[src/design/afoc_pkg.sv]
`timescale 1ns / 1ps

package afoc_pkg;

    // Frame layout
    localparam int FIELD_CHANNELS   = 4;
    localparam int CHANNELS_DEFAULT = 4;
    localparam int CODE_W           = 24;
    localparam int VALUE_W          = 25;
    localparam int STATUS_W         = 24;
    localparam int MODE_W           = 2;

    // Configuration registers
    localparam int SKIP_W    = 8;
    localparam int CAL_LEN_W = 10;
    localparam int CFG_IDX_W = 1;
    localparam int CFG_DATA_W = CAL_LEN_W;

    localparam logic [CFG_IDX_W-1:0] REG_FRAMES_SKIPPED = 1'd0;
    localparam logic [CFG_IDX_W-1:0] REG_CAL_LENGTH     = 1'd1;

    localparam logic [SKIP_W-1:0]    FRAMES_SKIPPED_RST = 8'd10;
    localparam logic [CAL_LEN_W-1:0] CAL_LENGTH_RST     = 10'd200;

    // Frame modes; the unused code behaves as a raw frame
    localparam logic [MODE_W-1:0] MODE_RAW  = 2'd0;
    localparam logic [MODE_W-1:0] MODE_CORR = 2'd1;
    localparam logic [MODE_W-1:0] MODE_CAL  = 2'd2;

    // Per-frame command from the control unit to every lane
    typedef struct packed {
        logic fire;   // frame transferred and kept
        logic cal;    // calibration frame
        logic first;  // first sample of a calibration run
        logic latch;  // run completes: averages become offsets
        logic corr;   // subtract stored offset
    } lane_ctrl_t;

endpackage

[src/design/afoc_ctrl.sv]
`timescale 1ns / 1ps

module afoc_ctrl (
    input  logic                               clk,
    input  logic                               rst_n,
    input  logic                               cfg_we,
    input  logic [afoc_pkg::CFG_IDX_W-1:0]     cfg_index,
    input  logic [afoc_pkg::CFG_DATA_W-1:0]    cfg_data,
    input  logic                               accept,
    input  logic [afoc_pkg::MODE_W-1:0]        mode,
    output afoc_pkg::lane_ctrl_t               lane_ctrl,
    output logic                               produce
);
    import afoc_pkg::*;

    logic [SKIP_W-1:0]    frames_skipped_reg;
    logic [CAL_LEN_W-1:0] cal_length_reg;
    logic [SKIP_W-1:0]    skip_reg;
    logic [SKIP_W-1:0]    skip_next;
    logic [CAL_LEN_W-1:0] count_reg;
    logic [CAL_LEN_W-1:0] count_next;
    logic [CAL_LEN_W-1:0] count_inc;
    logic [CAL_LEN_W-1:0] eff_len;
    logic                 keep;
    logic                 is_cal;
    logic                 complete;

    // Decide keep, run progress and completion for the offered frame
    always_comb
    begin
        keep      = (skip_reg >= frames_skipped_reg);
        is_cal    = (mode == MODE_CAL);
        eff_len   = (cal_length_reg == '0) ? CAL_LEN_W'(1) : cal_length_reg;
        count_inc = count_reg + CAL_LEN_W'(1);
        complete  = (count_inc >= eff_len) || (count_inc == '0);

        skip_next  = skip_reg;
        count_next = count_reg;
        if (accept)
        begin
            if (!keep)
            begin
                skip_next = skip_reg + SKIP_W'(1);
            end
            else
            begin
                skip_next = '0;
                if (is_cal && !complete)
                begin
                    count_next = count_inc;
                end
                else
                begin
                    count_next = '0;
                end
            end
        end

        lane_ctrl.fire  = accept && keep;
        lane_ctrl.cal   = is_cal;
        lane_ctrl.first = (count_reg == '0);
        lane_ctrl.latch = is_cal && complete;
        lane_ctrl.corr  = (mode == MODE_CORR);
        produce         = keep && (!is_cal || complete);
    end

    // Hold configuration and counters
    always_ff @(posedge clk or negedge rst_n)
    begin
        if (!rst_n)
        begin
            frames_skipped_reg <= FRAMES_SKIPPED_RST;
            cal_length_reg     <= CAL_LENGTH_RST;
            skip_reg           <= '0;
            count_reg          <= '0;
        end
        else
        begin
            skip_reg  <= skip_next;
            count_reg <= count_next;
            if (cfg_we)
            begin
                case (cfg_index)
                    REG_FRAMES_SKIPPED: frames_skipped_reg <= cfg_data[SKIP_W-1:0];
                    REG_CAL_LENGTH:     cal_length_reg     <= cfg_data;
                    default:            ;
                endcase
            end
        end
    end

endmodule

[src/design/afoc_lane.sv]
`timescale 1ns / 1ps

module afoc_lane (
    input  logic                                clk,
    input  logic                                rst_n,
    input  afoc_pkg::lane_ctrl_t                lane_ctrl,
    input  logic signed [afoc_pkg::CODE_W-1:0]  code,
    output logic signed [afoc_pkg::VALUE_W-1:0] value
);
    import afoc_pkg::*;

    logic signed [CODE_W-1:0]  avg_reg;
    logic signed [CODE_W-1:0]  offset_reg;
    logic signed [CODE_W-1:0]  seed;
    logic signed [VALUE_W-1:0] sum;
    logic        [VALUE_W-1:0] sum_adj;
    logic signed [CODE_W-1:0]  avg_next;

    // Halving average, truncated toward zero
    always_comb
    begin
        seed     = lane_ctrl.first ? code : avg_reg;
        sum      = VALUE_W'(seed) + VALUE_W'(code);
        sum_adj  = sum + {{(VALUE_W-1){1'b0}}, sum[VALUE_W-1]};
        avg_next = sum_adj[VALUE_W-1:1];
    end

    // Select new offset, corrected code or raw code
    always_comb
    begin
        if (lane_ctrl.latch)
        begin
            value = VALUE_W'(avg_next);
        end
        else if (lane_ctrl.corr)
        begin
            value = VALUE_W'(code) - VALUE_W'(offset_reg);
        end
        else
        begin
            value = VALUE_W'(code);
        end
    end

    // Advance the average and latch offsets at run end
    always_ff @(posedge clk or negedge rst_n)
    begin
        if (!rst_n)
        begin
            avg_reg    <= '0;
            offset_reg <= '0;
        end
        else if (lane_ctrl.fire && lane_ctrl.cal)
        begin
            avg_reg <= avg_next;
            if (lane_ctrl.latch)
            begin
                offset_reg <= avg_next;
            end
        end
    end

endmodule

[src/design/adc_frame_offset_calibrator.sv]
`timescale 1ns / 1ps

// Channel  Handshake           Payload
// in       in_valid/in_ready   mode, status_word, code_ch0..code_ch3
// out      out_valid/out_ready status_out, value_ch0..value_ch3, calibration_done
// cfg      cfg_we              cfg_index, cfg_data
//
// One frame per cycle while in_ready is high; a result appears in the cycle after its frame transfers.
// The per-channel add and halve in each lane is combinational.
// Dropped frames and partial calibration frames give no result.
// Reset restores skip 10, length 200 and clears counters, averages and offsets.
// A single output register parts the sides; in_ready holds low only while a
// result waits and out_ready is low.

module adc_frame_offset_calibrator #(
    parameter int CHANNELS = afoc_pkg::CHANNELS_DEFAULT
) (
    input  logic                                 clk,
    input  logic                                 rst_n,
    input  logic                                 cfg_we,
    input  logic [afoc_pkg::CFG_IDX_W-1:0]       cfg_index,
    input  logic [afoc_pkg::CFG_DATA_W-1:0]      cfg_data,
    input  logic                                 in_valid,
    output logic                                 in_ready,
    input  logic [afoc_pkg::MODE_W-1:0]          mode,
    input  logic [afoc_pkg::STATUS_W-1:0]        status_word,
    input  logic signed [afoc_pkg::CODE_W-1:0]   code_ch0,
    input  logic signed [afoc_pkg::CODE_W-1:0]   code_ch1,
    input  logic signed [afoc_pkg::CODE_W-1:0]   code_ch2,
    input  logic signed [afoc_pkg::CODE_W-1:0]   code_ch3,
    output logic                                 out_valid,
    input  logic                                 out_ready,
    output logic [afoc_pkg::STATUS_W-1:0]        status_out,
    output logic signed [afoc_pkg::VALUE_W-1:0]  value_ch0,
    output logic signed [afoc_pkg::VALUE_W-1:0]  value_ch1,
    output logic signed [afoc_pkg::VALUE_W-1:0]  value_ch2,
    output logic signed [afoc_pkg::VALUE_W-1:0]  value_ch3,
    output logic                                 calibration_done
);
    import afoc_pkg::*;

    lane_ctrl_t               lane_ctrl;
    logic                     accept;
    logic                     produce;
    logic signed [CODE_W-1:0]  code_arr  [FIELD_CHANNELS];
    logic signed [VALUE_W-1:0] value_arr [FIELD_CHANNELS];

    logic                      out_valid_reg;
    logic                      out_valid_next;
    logic [STATUS_W-1:0]       status_reg;
    logic                      done_reg;
    logic signed [VALUE_W-1:0] value_reg [FIELD_CHANNELS];

    assign in_ready = !out_valid_reg || out_ready;
    assign accept   = in_valid && in_ready;

    assign code_arr[0] = code_ch0;
    assign code_arr[1] = code_ch1;
    assign code_arr[2] = code_ch2;
    assign code_arr[3] = code_ch3;

    afoc_ctrl u_ctrl (
        .clk       (clk),
        .rst_n     (rst_n),
        .cfg_we    (cfg_we),
        .cfg_index (cfg_index),
        .cfg_data  (cfg_data),
        .accept    (accept),
        .mode      (mode),
        .lane_ctrl (lane_ctrl),
        .produce   (produce)
    );

    // One lane per processed channel; absent channels read as zero
    for (genvar c = 0; c < FIELD_CHANNELS; c++)
    begin : g_lane
        if (c < CHANNELS)
        begin : g_on
            afoc_lane u_lane (
                .clk       (clk),
                .rst_n     (rst_n),
                .lane_ctrl (lane_ctrl),
                .code      (code_arr[c]),
                .value     (value_arr[c])
            );
        end
        else
        begin : g_off
            assign value_arr[c] = '0;
        end
    end

    // Track the output register occupancy
    always_comb
    begin
        out_valid_next = out_valid_reg;
        if (accept)
        begin
            out_valid_next = produce;
        end
        else if (out_ready)
        begin
            out_valid_next = 1'b0;
        end
    end

    always_ff @(posedge clk or negedge rst_n)
    begin
        if (!rst_n)
        begin
            out_valid_reg <= 1'b0;
        end
        else
        begin
            out_valid_reg <= out_valid_next;
        end
    end

    // Merge lane results into the output register
    always_ff @(posedge clk)
    begin
        if (accept && produce)
        begin
            status_reg <= status_word;
            done_reg   <= lane_ctrl.latch;
            for (int c = 0; c < FIELD_CHANNELS; c++)
            begin
                value_reg[c] <= value_arr[c];
            end
        end
    end

    assign out_valid        = out_valid_reg;
    assign status_out       = status_reg;
    assign calibration_done = done_reg;
    assign value_ch0        = value_reg[0];
    assign value_ch1        = value_reg[1];
    assign value_ch2        = value_reg[2];
    assign value_ch3        = value_reg[3];

endmodule

[config.mk]
export PLATFORM = sky130hd
export DESIGN_NAME = adc_frame_offset_calibrator
export DESIGN_NICKNAME = d
export VERILOG_FILES = /design/src/design/afoc_pkg.sv /design/src/design/afoc_ctrl.sv /design/src/design/afoc_lane.sv /design/src/design/adc_frame_offset_calibrator.sv
export SDC_FILE = /design/constraint.sdc
export NUM_CORES = 1
export LEC_CHECK = 0
export BUFFER_PORTS_ARGS = -buffer_cell sky130_fd_sc_hd__buf_2
export CORE_MARGIN = 2
export CORE_UTILIZATION = 30
export DETAILED_ROUTE_END_ITERATION = 6
export HOLD_SLACK_MARGIN = 0.05
export SLEW_MARGIN = 20
export SYNTH_ARGS = -nofsm -noshare
export SYNTH_HDL_FRONTEND = slang
export SYNTH_SLANG_ARGS = --single-unit
[constraint.sdc]
create_clock -name clk -period 8.65 [get_ports clk]
set_clock_uncertainty 0.2 [all_clocks]
set_input_delay 2.595 -clock clk [delete_from_list [all_inputs] [get_ports clk]]
set_output_delay 2.595 -clock clk [all_outputs]
set_load 0.02 [all_outputs]
==> results.md, run 1 <==
* Clock tree root buffer cell: clkbuf_16
* Worst-Margin Slew at 983.5 ps
* # rows at 110
* Post-CTS Setup Inserts at 0
* RSZ-0062 raised after global routing: no
* Syn avg cell area at 8.742 um^2
* Final Hold Violating Endpoints at 0
* Seq pwr share at 19.5%
* DR vias at 23.13k
* DR WL/cell at 17.69 um
* CTS Buffer Depth at 3
* Synth top area share at 20.61%
* Vias in the first global route at 22.35k
* Post-cts resize count at 0
* Yosys warning count at 0
* Max stage delay cell, worst path: or4_1
* Routed wire length at 80080 um
* Outcome: complete, no violations
* Total grt overflow at 0
* Cell Area, Synth at 27200 um^2
* Die Area at 93100 um^2
* Sw power at 5.429 mW
* Worst VDD drop at 0.1745 mV
* #FFs+latches synth at 354
* Final worst setup slack at 1408 ps
* Critical path, cell by cell: buf_2 -> inv_1 -> o21ai_0 -> ha_1 -> fa_1 -> a21o_1 -> a311o_1 -> a21boi_1 -> o221a_2 -> o21ai_1 -> a21oi_1 -> or2_2 -> and2_1 -> ha_1 -> nand2_1 -> or2_2 -> or4_1 -> nor2_1 -> nand4_1 -> xor2_1 -> a221oi_1
* Cell count after synthesis at 3112
* Via density at 5.110
* LEAKAGE at 13.15 nW
* Commonest cells in the synthesized netlist: nand2_1, o21ai_0, dfrtp_1
* P per Cell Area at 369.2 nW/um^2
* Req. time, crit path at 8770 ps
* Clock latency on the worst-skew pair at 620 ps
* Final ANT Viol Nets at 0
* Net Sw Frac at 46.88%
* Slew HR at 34.43%
* Met1 Wirelength at 37230 um
* Largest register FFs at 100
* Pint at 6.152 mW
* Sequential fraction of the synthesis area at 34.89%
* Pin count of the biggest net entering global routing at 142
* Clock power share at 18.0%
* H-tree levels at 2
* Metal2 WL at 36200 um
* Critical Path Source Type: primary input
* Cell variety after synth at 97
* Share of cells above drive strength 1 at 15.75%
* CTS tree: built
* Synth Flop Type: dfrtp_1
* Comb power frac at 62.5%
* Fin crit share at 83.73%
* Antenna violations before repair at 23
* Crit path DAT at 7360 ps
* Max layer used: met5
* Min Tclk post-route at 7242 ps
* Fin nets at 3670
* Sink Count at 354
* Port Buf Inserts at 264
* Crit. End Element: register
* Synth area leader: dfrtp_1
* Pre-CTS setup slack at 817.0 ps
* Critical path type: primary input to register
* Syn Nets at 3475
* DRC viols at 0
* Initial DRC Count at 1563
* # IOs at 265
* Core footprint at 89870 um^2
* Setup violations, final at 0
* Die Y at 305.1 um
* Inserted Clock Buffers at 46
* Worst Path Max Fanout at 4
* Routability cong. at 0.9174
* Hold WC Path Type: register to register
* DRT Pass-1 Iters at 5
* Met3 routed WL at 4399 um
* Power Total at 11.58 mW
* Area contributors post-synth: dfrtp_1, edfxtp_1, ha_1
* Area Overhead vs Synth at 15.33%
* DIE WIDTH at 305.1 um
* Share of async-settable or async-resettable flops after synthesis at 64.69%
* Tot GR Track Use at 16.80%
* Number of hold buffers added after cts at 0
* Max cap viols at 0
* Global-route wire length before repair at 125100 um
* Dpl hpwl at 58760 um
* Number of flops mapped to enable cells by yosys at 125
* Setup TNS at 0 ps
* Fin. max-slew vios at 0
* Clock transition at path regs at 60 ps
* CP peak stage delay at 640 ps
* Initial Util at 30.27%
* Fmax at 0.1381 GHz
* Most frequent cell after synthesis: nand2_1
per-stage QoR:
step / std cells / cell area [um^2] / hold WS [ps] / util [%]
4_1_cts: 4521 / 31360 / 276.9 / 34.89
3_3_place_gp: 4435 / 29720 / 257.1 / 33.07
6_report: 4526 / 31370 / 271.9 / 34.91
3_5_place_dp: 4435 / 29720 / 264.6 / 33.07
5_1_grt: 4525 / 31370 / 292.0 / 34.90
2_1_floorplan: 3112 / 27210 / 240.2 / -
logic make-up after synthesis:
group | share of synthesized area (%)
simple gates | 16.62
xor+xnor | 7.985
flops | 34.89
compound gates | 21.01
fa+ha+maj | 10.57
buf+inv | 4.268
mux | 4.655
metal layers:
layer	track usage (%)	vias up
met4	4.949	16
met2	27.17	502
met1	22.65	10850
met3	3.342	134
li1	-	11630
met5	0	-
layout by cell type, fill, tap and decap left out, types with 10 or more instances in the layout:
| cell | Yosys | routed |
|---|---|---|
| a211oi_1 | 67 | 67 |
| a21o_1 | 84 | 84 |
| a21oi_1 | 220 | 220 |
| a221oi_1 | 14 | 14 |
| a31oi_1 | 29 | 29 |
| and2_1 | 20 | 20 |
| and3_1 | 35 | 34 |
| buf_2 | 7 | 263 |
| buf_4 | 0 | 13 |
| clkbuf_16 | 0 | 48 |
| dfrtp_1 | 224 | 224 |
| edfxtp_1 | 125 | 125 |
| ha_1 | 217 | 217 |
| inv_1 | 171 | 170 |
| mux2_2 | 107 | 107 |
| nand2_1 | 361 | 359 |
| nand2b_1 | 40 | 39 |
| nand3_1 | 60 | 60 |
| nand4_1 | 30 | 30 |
| nor2_1 | 217 | 216 |
| nor2b_1 | 38 | 37 |
| nor3_1 | 52 | 52 |
| nor3b_1 | 10 | 10 |
| nor4_1 | 15 | 15 |
| o211ai_1 | 18 | 18 |
| o21a_1 | 29 | 29 |
| o21ai_0 | 299 | 298 |
| o21ai_1 | 13 | 13 |
| o21bai_1 | 17 | 17 |
| o31ai_1 | 12 | 12 |
| or2_2 | 12 | 12 |
| or3_1 | 11 | 11 |
| xnor2_1 | 154 | 154 |
| xor2_1 | 94 | 94 |
power groups by stage:
| stage | Combinational [mW] | Clock, mW | Sequential, mW |
|---|---|---|---|
| 6_report | 7.24 | 2.09 | 2.26 |
| 5_1_grt | 8.03 | 2.21 | 2.30 |
| 4_1_cts | 7.22 | 2.16 | 2.26 |
| 3_5_place_dp | 7.17 | 0 | 2.28 |
| 3_3_place_gp | 7.16 | 0 | 2.28 |
| 2_1_floorplan | 5.46 | 0 | 2.33 |
critical path, delay by kind of cell:
family | cells | cell delay [ps]
adders and majority gates | 3 | 870
and+or+nand+nor | 7 | 1620
buffers and inverters | 2 | 190
xor gates and xnor gates | 1 | 310
AOI/OAI and AO/OA | 8 | 1770
area by class of cell:
type / count / area, um^2
diodes: 5 / 12.51
clock buffers: 66 / 1359
clock inverters: 20 / 277.8
fillers: 9317 / 58500
inverters: 171 / 646.9
multi-input cells: 2453 / 16610
flip-flops and latches: 354 / 9490
well taps: 1176 / 1471
repair buffers: 281 / 1509
worst paths after layout:
path | from | endpoint | slack (ps) | cells after the start
min | g_lane[3].g_on.u_lane.avg_reg[23] | g_lane[3].g_on.u_lane.avg_reg[23] | 270 | 2
max | code_ch0[0] | value_reg[0][23] | 1410 | 21
max in group asynchronous | rst_n | g_lane[1].g_on.u_lane.avg_reg[8] | 5100 | 2
max reg2reg | u_ctrl.count_reg[5] | value_reg[0][23] | 1500 | 22
min in group asynchronous | rst_n | g_lane[0].g_on.u_lane.avg_reg[16] | 1800 | 1
min reg2reg | g_lane[3].g_on.u_lane.avg_reg[23] | g_lane[3].g_on.u_lane.avg_reg[23] | 270 | 2
No activity file was read; power rests on OpenSTA's default activity.
==> run 2: changes to the inputs <==
==> constraint.sdc (replaced) <==
create_clock -name clk -period 7 [get_ports clk]
set_clock_uncertainty 0.2 [all_clocks]
set_input_delay 2.1 -clock clk [delete_from_list [all_inputs] [get_ports clk]]
set_output_delay 2.1 -clock clk [all_outputs]
set_load 0.02 [all_outputs]
==> run 2 against run 1 <==
Effect of this change: clock-buffer cell count shrank 7; non-clock buffer count grew 24; clock power grew 17%; sequential cell count unchanged; largest power group unchanged; die area is the same; via count grew 0.79%; critical path depth is 3 higher; core utilization is 0.11 points higher; first-iteration DRC count fell by 14%.
==> results.md, run 2 (synthesized netlist as in run 1, its figures left out) <==
* Clock transition at path regs at 60 ps (about the same)
* Share of cells above drive strength 1 at 16.24% (+0.48 points)
* Setup TNS at 0 ps (unchanged)
* Largest register FFs at 100 (unchanged)
* Fmax at 0.1537 GHz
* LEAKAGE at 13.22 nW (+0.54%)
* Routed wire length at 80970 um (+1.1%)
* Final worst setup slack at 495.2 ps (-912.4 ps)
* Final Hold Violating Endpoints at 0 (unchanged)
* Setup violations, final at 0 (unchanged)
* Placed inst area at 29900 um^2 (+0.61%)
* Area Overhead vs Synth at 15.69%
* Crit path DAT at 6660 ps (-700 ps)
* DR vias at 23.31k (+0.79%)
* Clock tree root buffer cell: clkbuf_16
* Met1 Wirelength at 37120 um (-0.30%)
* Clock latency on the worst-skew pair at 620 ps (about the same)
* Die Y at 305.1 um (unchanged)
* Hold Path Origin: g_lane[0].g_on.u_lane.avg_reg[21]
* Post-layout instance area at 31470 um^2 (+0.32%)
* Initial Util at 30.27% (unchanged)
* Commonest non-fill, non-tap cell in the layout: nand2_1
* Max cap viols at 0 (unchanged)
* Fin crit share at 92.93%
* Fin nets at 3695 (+0.68%)
* Total grt overflow at 0 (unchanged)
* Most frequent cells in the layout: nand2_1, o21ai_0, buf_2
* Outcome: complete, no violations
* Critical Path Source Type: register
* DRT Pass-1 Iters at 6 (+1)
* Most used cell, CP: buf_4
* Vias in the first global route at 22.38k (+0.15%)
* Global-route wire length before repair at 126700 um (+1.3%)
* Worst Path Max Fanout at 43 (+39)
* Antenna violations before repair at 23 (unchanged)
* Non-Filler Instances at 4552 (+0.57%)
* Sink Count at 354 (unchanged)
* Crit path depth at 24 (+14%)
* Crit. End Element: register
* Hold path depth at 2 (unchanged)
* CTS Buffer Depth at 3 (unchanged)
* CTS tree: built
* Util after Layout at 35.02% (+0.11 points)
* Critical path type: register to register
* Cells after DPL at 4459 (+0.54%)
* Min Tclk post-route at 6505 ps
* Inserted Clock Buffers at 47 (+2.2%)
* Worst R2R Path Depth at 24 (+9.1%)
* Worst-Margin Slew at 1046 ps (+62.68 ps)
* Die Area at 93100 um^2 (unchanged)
* Top delay family on crit path: simple AND/OR/NAND/NOR gates
* Core footprint at 89870 um^2 (unchanged)
* P per Cell Area at 455.5 nW/um^2 (+23%)
* Port Buf Inserts at 264 (unchanged)
* End of the worst register-to-register path: value_reg[2][24]
* Worst VDD drop at 0.2551 mV (+46%)
* Req. time, crit path at 7150 ps (-1620 ps)
* Post-CTS Setup Inserts at 0 (unchanged)
* Initial DRC Count at 1349 (-14%)
* Metal2 WL at 37210 um (+2.8%)
* Worst Hold Path EP: g_lane[0].g_on.u_lane.avg_reg[21]
* Met3 routed WL at 4824 um (+9.7%)
* CP bufs+invs at 4 (+2)
* Reg2Reg Launch Point: u_ctrl.count_reg[5]
* DR WL/cell at 17.79 um (+0.54%)
* RSZ-0062 raised after global routing: no
* Routability cong. at 0.8913 (-2.8%)
* Slew HR at 30.25% (-4.2 points)
* Hold WC Path Type: register to register
* Via density at 5.121 (+0.22%)
* Max stage delay cell, worst path: or4_1
* Worst R2R Setup Slack at 500 ps (-1000 ps)
* Max layer used: met5
* # rows at 110 (unchanged)
* Pre-CTS setup slack at 50.71 ps (-766.2 ps)
* Tot GR Track Use at 17.07% (+0.27 points)
* Fill cells at 9243 (-0.79%)
* # IOs at 265 (unchanged)
* DIE WIDTH at 305.1 um (unchanged)
* Final ANT Viol Nets at 0 (unchanged)
* CP peak stage delay at 550 ps (-90 ps)
* H-tree levels at 2 (unchanged)
* Critical path, cell by cell: or4_1 -> nor4_1 -> nand3b_1 -> buf_4 -> buf_6 -> nand2_1 -> o21ai_0 -> ha_1 -> fa_1 -> a211oi_1 -> o21ai_1 -> nand3_1 -> nand4b_1 -> buf_4 -> a211oi_1 -> ha_1 -> nand2_1 -> nor4_1 -> buf_4 -> and2_1 -> nand2b_1 -> a2111oi_1 -> nor3_2 -> a22o_1
* Fin. max-slew vios at 0 (unchanged)
* DRC viols at 0 (unchanged)
* Pin count of the biggest net entering global routing at 96 (-32%)
* Dpl hpwl at 60340 um (+2.7%)
-- run 2: cell types whose count changed in the layout (fill, tap and decap cells not counted), sizes merged --
cell      before  now
clkinv        12   19
clkbuf        66   59
clkinvlp       1    3
bufinv         5    4
inv          173  172
buf          281  305
diode          5    7
-- run 2: per-stage QoR --
stage | hold slack (ps) | power (mW)
6_report | 272.6 | 14.34
2_1_floorplan | 240.2 | 9.615
4_1_cts | 278.1 | 14.40
3_5_place_dp | 261.8 | 11.84
3_3_place_gp | 257.0 | 11.79
5_1_grt | 292.1 | 15.52
-- run 2: repair_timing --
action / CTS / global route
setup endpoints to repair: 0 / 1
gates resized for setup: 0 / 1
hold buffers: 0 / 0
-- run 2: power by group --
| group | switching (mW) | total [mW] | internal [mW] |
|---|---|---|---|
| Sequential | 0.204 | 2.79 | 2.58 |
| Combinational | 5.55 | 9.10 | 3.55 |
| Clock | 1.02 | 2.45 | 1.43 |
| Total | 6.77 | 14.3 | 7.56 |
-- run 2: area by class of cell --
type                       instances  area [um^2]  area share (%)
antenna                            7        17.52         0.05566
timing repair buffer             305         1693           5.379
sequential                       354         9490           30.15
clock inverter                    27        286.5          0.9104
clock buffer                      59         1261           4.007
inverter                         171        646.9           2.055
tap                             1176         1471           4.675
multi-input combinational       2453        16610           52.76
-- run 2: worst max-delay path by stage --
stage | from | end | slack [ps]
CTS | u_ctrl.count_reg[5] | value_reg[2][24] | 410
floorplan | out_ready | calibration_done | 340
finish | u_ctrl.count_reg[5] | value_reg[2][24] | 500
detailed placement | code_ch0[0] | value_reg[0][23] | 50
global placement | code_ch0[0] | value_reg[0][23] | 130
global route | u_ctrl.count_reg[5] | value_reg[3][24] | 60
-- run 2: per-layer routing --
| layer | vias up | track usage (%) |
|---|---|---|
| met4 | 18 | 4.502 |
| li1 | 11680 | - |
| met3 | 107 | 3.577 |
| met1 | 11040 | 22.86 |
| met2 | 467 | 27.90 |
| met5 | - | 0 |
-- run 2: worst reg2reg max path, cell delays in order, from the launching register on --
cell and delay [ps]:
dfrtp_1 400, or4_1 550, nor4_1 280, nand3b_1 150, buf_4 230, buf_6 290, nand2_1 140, o21ai_0 80
ha_1 250, fa_1 450, a211oi_1 370, o21ai_1 220, nand3_1 150, nand4b_1 100, buf_4 170, a211oi_1 210
ha_1 240, nand2_1 90, nor4_1 290, buf_4 170, and2_1 260, nand2b_1 150, a2111oi_1 420, nor3_2 120
a22o_1 240
